**src/tgau_pkg.sv**
```systemverilog
// tgau_pkg: shared types and codes for the tensor gather address unit
// no dependencies; used by tgau_front, tgau_back and the top level by scoped name

package tgau_pkg;

	typedef enum logic {
		KIND_LOAD    = 1'b0,
		KIND_REQUEST = 1'b1
	} kind_t;

	typedef enum logic [2:0] {
		REG_OUTPUT_DIMS   = 3'd0,
		REG_INPUT_DIMS    = 3'd1,
		REG_INPUT_STRIDES = 3'd2,
		REG_INDEX_DIMS    = 3'd3,
		REG_GATHER_AXIS   = 3'd4,
		REG_OUTPUT_RANK   = 3'd5,
		REG_INPUT_RANK    = 3'd6,
		REG_INDEX_RANK    = 3'd7
	} cfg_reg_t;

	// one classified request from the front queue
	typedef struct packed {
		kind_t              kind;
		logic [31:0]        position;
		logic signed [15:0] index_value;
	} item_t;

	// ranks and axis after clamping and normalisation
	typedef struct packed {
		logic [2:0] orank;
		logic [2:0] irank;
		logic [2:0] xrank;
		logic [2:0] axis;
	} shape_t;

	typedef struct packed {
		logic [31:0] source_address;
		logic [7:0]  index_slot;
		logic        out_of_range;
	} result_t;

endpackage

```
**src/tgau_front.sv**
```systemverilog
// tgau_front: input side queue, accepts and holds incoming requests
// depends on tgau_pkg

module tgau_front (
	input  logic            clk,
	input  logic            arst_n,
	input  logic            push,
	output logic            full,
	input  tgau_pkg::item_t in_item,
	output logic            out_valid,
	output tgau_pkg::item_t out_item,
	input  logic            take
);

	tgau_pkg::item_t ent_q [2];
	logic            wr_q;
	logic            rd_q;
	logic [1:0]      cnt_q;
	logic            acc;
	logic            deq;

	assign full      = (cnt_q == 2'd2);
	assign acc       = push && !full;
	assign out_valid = (cnt_q != 2'd0);
	assign deq       = take && out_valid;
	assign out_item  = ent_q[rd_q];

	always_ff @(posedge clk or negedge arst_n) begin
		if (!arst_n) begin
			wr_q  <= 1'b0;
			rd_q  <= 1'b0;
			cnt_q <= 2'd0;
		end else begin
			if (acc) begin
				wr_q <= !wr_q;
			end
			if (deq) begin
				rd_q <= !rd_q;
			end
			cnt_q <= cnt_q + 2'(acc) - 2'(deq);
		end
	end

	always_ff @(posedge clk) begin
		if (acc) begin
			ent_q[wr_q] <= in_item;
		end
	end

endmodule

```
**config.mk**
```make
export PLATFORM = sky130hd
export DESIGN_NAME = tgau_front
export DESIGN_NICKNAME = d
export VERILOG_FILES = /design/src/tgau_pkg.sv /design/src/tgau_front.sv
export SDC_FILE = /design/constraint.sdc
export NUM_CORES = 1
export LEC_CHECK = 0
export BUFFER_PORTS_ARGS = -buffer_cell sky130_fd_sc_hd__buf_2
export CORE_MARGIN = 1
export CORE_UTILIZATION = 35
export DETAILED_ROUTE_END_ITERATION = 7
export HOLD_SLACK_MARGIN = 0.02
export PLACE_DENSITY_LB_ADDON = 0.25
export SYNTH_ARGS = -nofsm -noshare
export SYNTH_HDL_FRONTEND = slang
export SYNTH_SLANG_ARGS = --single-unit
```
**constraint.sdc**
```tcl
create_clock -name clk -period 5.9 [get_ports clk]
set_input_delay 0.59 -clock clk [delete_from_list [all_inputs] [get_ports clk]]
set_output_delay 0.59 -clock clk [all_outputs]
set_load 0.03 [all_outputs]
```
==> results.txt, run 1 <==
routed wire length per instance: 15.0 um
row cnt: 38
Sink Count: 102
post_cts resized: 0
Post-synth top flop: edfxtp_1
Root Buffer: clkbuf_16
post-synth cell types: 15
FF+latch count, synth: 102
CTS tree: built
CP top delay family: flip-flops
IO Pins: 104
die width: 109 um
switching part of the total power: 0.354
status: complete, no violations
Worst Hold Class: in -> async
Post-Synthesis Cells: 171
Synth-to-Final Area Change: 22.1%
EDFF count, synth: 98
die height: 109 um
slowest cell delay on critical path: 1.07 ns
Critical Path AT: 1.98 ns
layout cells sized above 1: 0.605
post-synth top area share: 0.737
syn_area_per_cell: 23.4 um^2
GRT Residual Overflow: 0
drt initial violations: 52
ANT nets after route: 0
Fillers: 978
synth cell count leaders: edfxtp_1 (98), mux2_4 (49), buf_12 (5)
Worst slew margin: 0.354
post-synth top area cell: edfxtp_1
Synth Net Count: 226
Worst-Skew Late Latency: 0.33 ns
Pint: 0.00170 W
first-pass GRT wire length: 9600 um
Yosys warning count: 0
CP startpoint kind: flip-flop
routability cong.: 0.641
max-slew violations: 0
RSZ-0062 raised after global routing: false
Seq/Total Area, Yosys: 0.762
sum of buffers and inverters on the critical path: 1
Logic pwr share: 0.364
vias per cell: 4.40
Total Routing Usage GR: 0.114
diodes inserted: 0
Remaining DRCs: 0
vias in the first global route: 1871
Core ar.: 11000 um^2
final hold violation count: 0
clk buf depth: 2
HPWL after detailed placement: 4080 um
peak supply drop: 348 uV
worst slew pin tran: 0.969 ns
crit path cell chain: mux2_4 > buf_2
Num CTS Buffers: 9
Max Freq: 389 MHz
Tcrit/Tclk final: 0.436
I/O Buffers: 103
Starting Density: 0.364
Worst Skew: 0.00513 ns
post-layout minimum cycle time: 2.57 ns
Final Setup Violations: 0
Core Util, Final: 0.444
final wirelength: 6370 um
final net count: 336
asr flop ratio synth: 0.0392
slowest CP cell: dfrtp_4
top cells by area, synth: edfxtp_1 (74%), mux2_4 (18%), buf_12 (2.5%), dfrtp_1 (2.5%), xnor2_1 (0.66%)
Leak: 1.96 nW
max-cap viol count: 0
die area: 11800 um^2
Clk pwr share: 0.205
setup tns final: 0 ns
Worst Path Required: 5.31 ns
most common cell in the netlist: edfxtp_1
Critical Path End Type: output pin
H-tree levels: 3
Worst-path clk slew: 0.06 ns
via count: 1875
Power Density: 539 nW/um^2
First-pass DRT Iterations: 6
WS Path Type: reg -> out
Cell Area, Synth: 4000 um^2
Post-CTS Repair Setup Buffers: 0
P_sw: 0.000931 W
Seq pwr share: 0.431
initial antenna violation count: 0
Post-CTS Hold Buffers: 0
pin count of the biggest net entering global routing: 51
Critical Path Fanout Max: 50
==> logic make-up (layout without fill, tap and decap cells) <==
logic type,Yosys count,in the layout,share of synthesized area
DFF,102,102,0.762
adders and majority gates,2,2,0.00626
buffers and inverters,8,123,0.0298
muxes,49,49,0.184
and+or+nand+nor,6,6,0.00940
xor gates and xnor gates,4,4,0.00877
==> area by class of cell <==
type	instances	area (um^2)	share of cell area
Tap cell	140	175	0.0359
Inverter	2	7.51	0.00154
Clock buffer	10	229	0.0469
Timing Repair Buffer	105	531	0.109
Sequential cell	102	3050	0.625
Clock inverter	6	46.3	0.00949
Multi-Input combinational cell	61	842	0.173
==> per-stage QoR <==
step                area [um^2]  instances  total power, W  hold slack, ns  setup WS (ns)
global route               4880        426         0.00277          0.0433           3.24
finish                     4880        426         0.00263          0.0504           3.33
CTS                        4880        426         0.00267          0.0447           3.29
detailed placement         4600        410         0.00213           0.406           3.59
floorplan                  4000        171         0.00194           0.294           2.70
global placement           4600        410         0.00212           0.401           3.63
==> power by group through the flow <==
stage	Sequential (W)	Clock, W	Combinational [W]
finish	0.00113	0.000539	0.000956
global route	0.00116	0.000588	0.00102
CTS	0.00114	0.000559	0.000975
detailed placement	0.00116	0	0.000972
global placement	0.00115	0	0.000972
floorplan	0.00105	0	0.000892
==> routing by layer <==
metal / vias to the layer above / global-route usage / wire length, um
met5: - / 0 / 0
met4: 0 / 0.0550 / 119
met2: 73 / 0.178 / 3010
met1: 909 / 0.143 / 2820
li1: 882 / - / -
met3: 11 / 0.0371 / 424
==> layout by cell type (no fill, tap or decap), types with 2 or more instances in the layout <==
master and instances:
buf_2 103, edfxtp_1 98, mux2_4 49, clkbuf_16 9
xnor2_1 3, clkinvlp_4 3, dfrtp_1 3, inv_1 2
ha_1 2, buf_4 2
==> worst paths after layout <==
check | startpoint | end | slack (ns) | cells after the start
max | rd_q | out_item[48] | 3.33 | 2
min | arst_n | cnt_q[0] | 0.05 | 1
max reg2reg | cnt_q[1] | ent_q[0][45] | 3.82 | 4
min reg2reg | cnt_q[0] | cnt_q[0] | 0.53 | 1
max in group asynchronous | arst_n | rd_q | 5.71 | 1
min in group clk | in_item[33] | ent_q[0][33] | 0.44 | 1
==> flip-flops by register name, indices dropped and copies added, names as in the netlist <==
name	count
cnt_q	2
ent_q	98
rd_q	1
wr_q	1
==> worst reg2reg max path, cell delays in order, from the launching register on <==
cell,delay [ns]
dfrtp_1,0.41
nand2b_1,0.12
nand2_1,0.14
nor2_4,0.59
buf_4,0.47
Note: power is estimated with default switching activity, not from simulation.
==> run 2, diff against run 1 <==
==> constraint.sdc (replaced) <==
create_clock -name clk -period 2.31 [get_ports clk]
set_input_delay 0.231 -clock clk [delete_from_list [all_inputs] [get_ports clk]]
set_output_delay 0.231 -clock clk [all_outputs]
set_load 0.03 [all_outputs]
==> run 2 against run 1 <==
- sequential share of layout area fell by 1.1 points
- non-clock buffer count rose by 5
- power rose to 2.6 times the previous value
- highest routed layer unchanged
- core utilization rose by 0.80 points
- via count fell by 0.11%
- worst setup slack got worse by 3.1 ns
- count of clock-buffer cells in the layout fell by 1
- sequential cell count did not move
- cell count rose by 0.70%
- sequential power rose by 140%
- first-iteration DRC count rose by 52%
- combinational power rose to 2.7 times the previous value
==> results.txt, run 2 (synthesized netlist as in run 1, its figures left out) <==
max-cap viol count: 0 (unchanged)
pin count of the biggest net entering global routing: 34 (-33%)
Core ar.: 11000 um^2 (unchanged)
post-layout minimum cycle time: 2.07 ns
CTS tree: built
Worst Hold Class: in -> reg
HPWL after detailed placement: 4340 um (+6.5%)
Seq pwr share: 0.398 (-0.033)
die area: 11800 um^2 (unchanged)
ANT nets after route: 0 (unchanged)
setup tns final: 0 ns (unchanged)
via count: 1873 (-0.11%)
final net count: 341 (+1.5%)
routed wire length per instance: 15.0 um (+0.50%)
H-tree levels: 3 (unchanged)
switching part of the total power: 0.340 (-0.0147)
reg2reg start: cnt_q[1]
row cnt: 38 (unchanged)
Worst slew margin: 0.685 (+0.330)
First-pass DRT Iterations: 3 (-3)
GRT Residual Overflow: 0 (unchanged)
most common cell after layout, fill and taps aside: buf_2
WS Path Type: reg -> out
first-pass GRT wire length: 10100 um (+5.1%)
Critical Path AT: 1.84 ns (-0.14 ns)
Biggest register: ent_q
Worst Path Required: 2.08 ns (-3.23 ns)
Critical Path End Type: output pin
Sink Count: 102 (unchanged)
worst slew pin tran: 0.473 ns (-0.496 ns)
Leak: 2.01 nW (+2.7%)
vias per cell: 4.37 (-0.81%)
Tcrit/Tclk final: 0.896
RSZ-0062 raised after global routing: false
peak supply drop: 621 uV (+78%)
Worst Skew: 0.00664 ns (+0.00151 ns)
vias in the first global route: 2050 (+9.6%)
WHS: 0.0828 ns (+0.0324 ns)
diodes inserted: 0 (unchanged)
slowest CP cell: dfrtp_4
CP startpoint kind: flip-flop
Starting Density: 0.364 (unchanged)
initial antenna violation count: 0 (unchanged)
worst hold start: in_item[6]
IO Pins: 104 (unchanged)
commonest cells after routing, fill and taps aside: buf_2 (103), edfxtp_1 (98), mux2_4 (49), clkbuf_16 (9), buf_4 (5)
Synth-to-Final Area Change: 24.3%
Max Freq: 483 MHz
placed inst area: 4640 um^2 (+0.92%)
final hold violation count: 0 (unchanged)
slowest cell delay on critical path: 0.72 ns (-0.35 ns)
Top Registers: ent_q: 98 flops, cnt_q: 2 flops
Final Power: 0.00692 W (+160%)
final wirelength: 6450 um (+1.2%)
layout cells sized above 1: 0.612 (+0.00756)
Final Setup Violations: 0 (unchanged)
die width: 109 um (unchanged)
Worst-path clk slew: 0.07 ns (about the same)
Remaining DRCs: 0 (unchanged)
clk buf depth: 2 (unchanged)
Critical Path Fanout Max: 22 (-56%)
routability cong.: 0.670 (+4.6%)
max reg flops: 98 (unchanged)
Total Routing Usage GR: 0.116 (+0.00179)
P_sw: 0.00235 W (+150%)
crit path cell chain: buf_4 > mux2_4 > buf_2
Num CTS Buffers: 9 (unchanged)
I/O Buffers: 103 (unchanged)
max-slew violations: 0 (unchanged)
final instance area: 4960 um^2 (+1.8%)
Worst-Skew Late Latency: 0.33 ns (about the same)
Pint: 0.00457 W (+170%)
Crit. Startpoint: rd_q
Logic pwr share: 0.377 (+0.013)
Clk pwr share: 0.224 (+0.019)
Power Density: 1390 nW/um^2 (+160%)
drt initial violations: 79 (+52%)
Post-CTS Repair Setup Buffers: 0 (unchanged)
status: complete, no violations
die height: 109 um (unchanged)
Root Buffer: clkbuf_16
==> run 2: changes by cell type in the layout (fill, tap and decap cells not counted), sizes merged <==
cell	before	now
inv	4	3
clkbuf	10	9
dlygate4sd3	0	1
bufinv	0	2
buf	105	109
clkinvlp	3	1
==> run 2: routing by layer <==
metal,up-vias,GRT usage,part of all wire
met5,-,0,0
met4,0,0.0290,0.0081
met3,7,0.0508,0.078
met2,72,0.192,0.48
met1,899,0.137,0.43
li1,895,-,-
==> run 2: per-stage QoR <==
step / setup WS (ns) / utilization / cells
global placement: 0.582 / 0.423 / 414
finish: 0.241 / 0.452 / 429
detailed placement: 0.562 / 0.423 / 414
global route: 0.139 / 0.452 / 429
floorplan: 0.0175 / - / 171
CTS: 0.202 / 0.452 / 429
==> run 2: worst paths after layout <==
check,end,slack [ns],cells after the start
max,out_item[31],0.24,3
min,ent_q[1][6],0.08,1
max reg2reg,cnt_q[1],0.63,7
min reg2reg,cnt_q[0],0.54,1
max in group asynchronous,rd_q,1.93,2
min in group asynchronous,cnt_q[0],0.24,2
==> run 2: critical path: cells and delay by family (launching register included) <==
family | cells | cell delay (ns)
buf+inv | 2 | 0.48
flops | 1 | 0.72
mux | 1 | 0.31
==> run 2: repair_timing <==
item,in CTS,in global routing
hold endpoints to repair,4,0
gates resized for setup,0,0
hold buffers,1,0
==> run 2: final cells by class <==
class,instances,area [um^2]
clock inverters,5,85.1
well taps,140,175
flip-flops and latches,102,3050
fillers,970,6020
repair buffers,110,583
clock buffers,9,225
inverters,2,7.51
multi-input cells,61,842
==> run 2: power groups by stage <==
stage / Clock, W / Combinational [W] / Sequential (W)
finish: 0.00155 / 0.00261 / 0.00276
global route: 0.00168 / 0.00279 / 0.00281
global placement: 0 / 0.00265 / 0.00280
detailed placement: 0 / 0.00266 / 0.00281
floorplan: 0 / 0.00228 / 0.00267
CTS: 0.00160 / 0.00266 / 0.00277
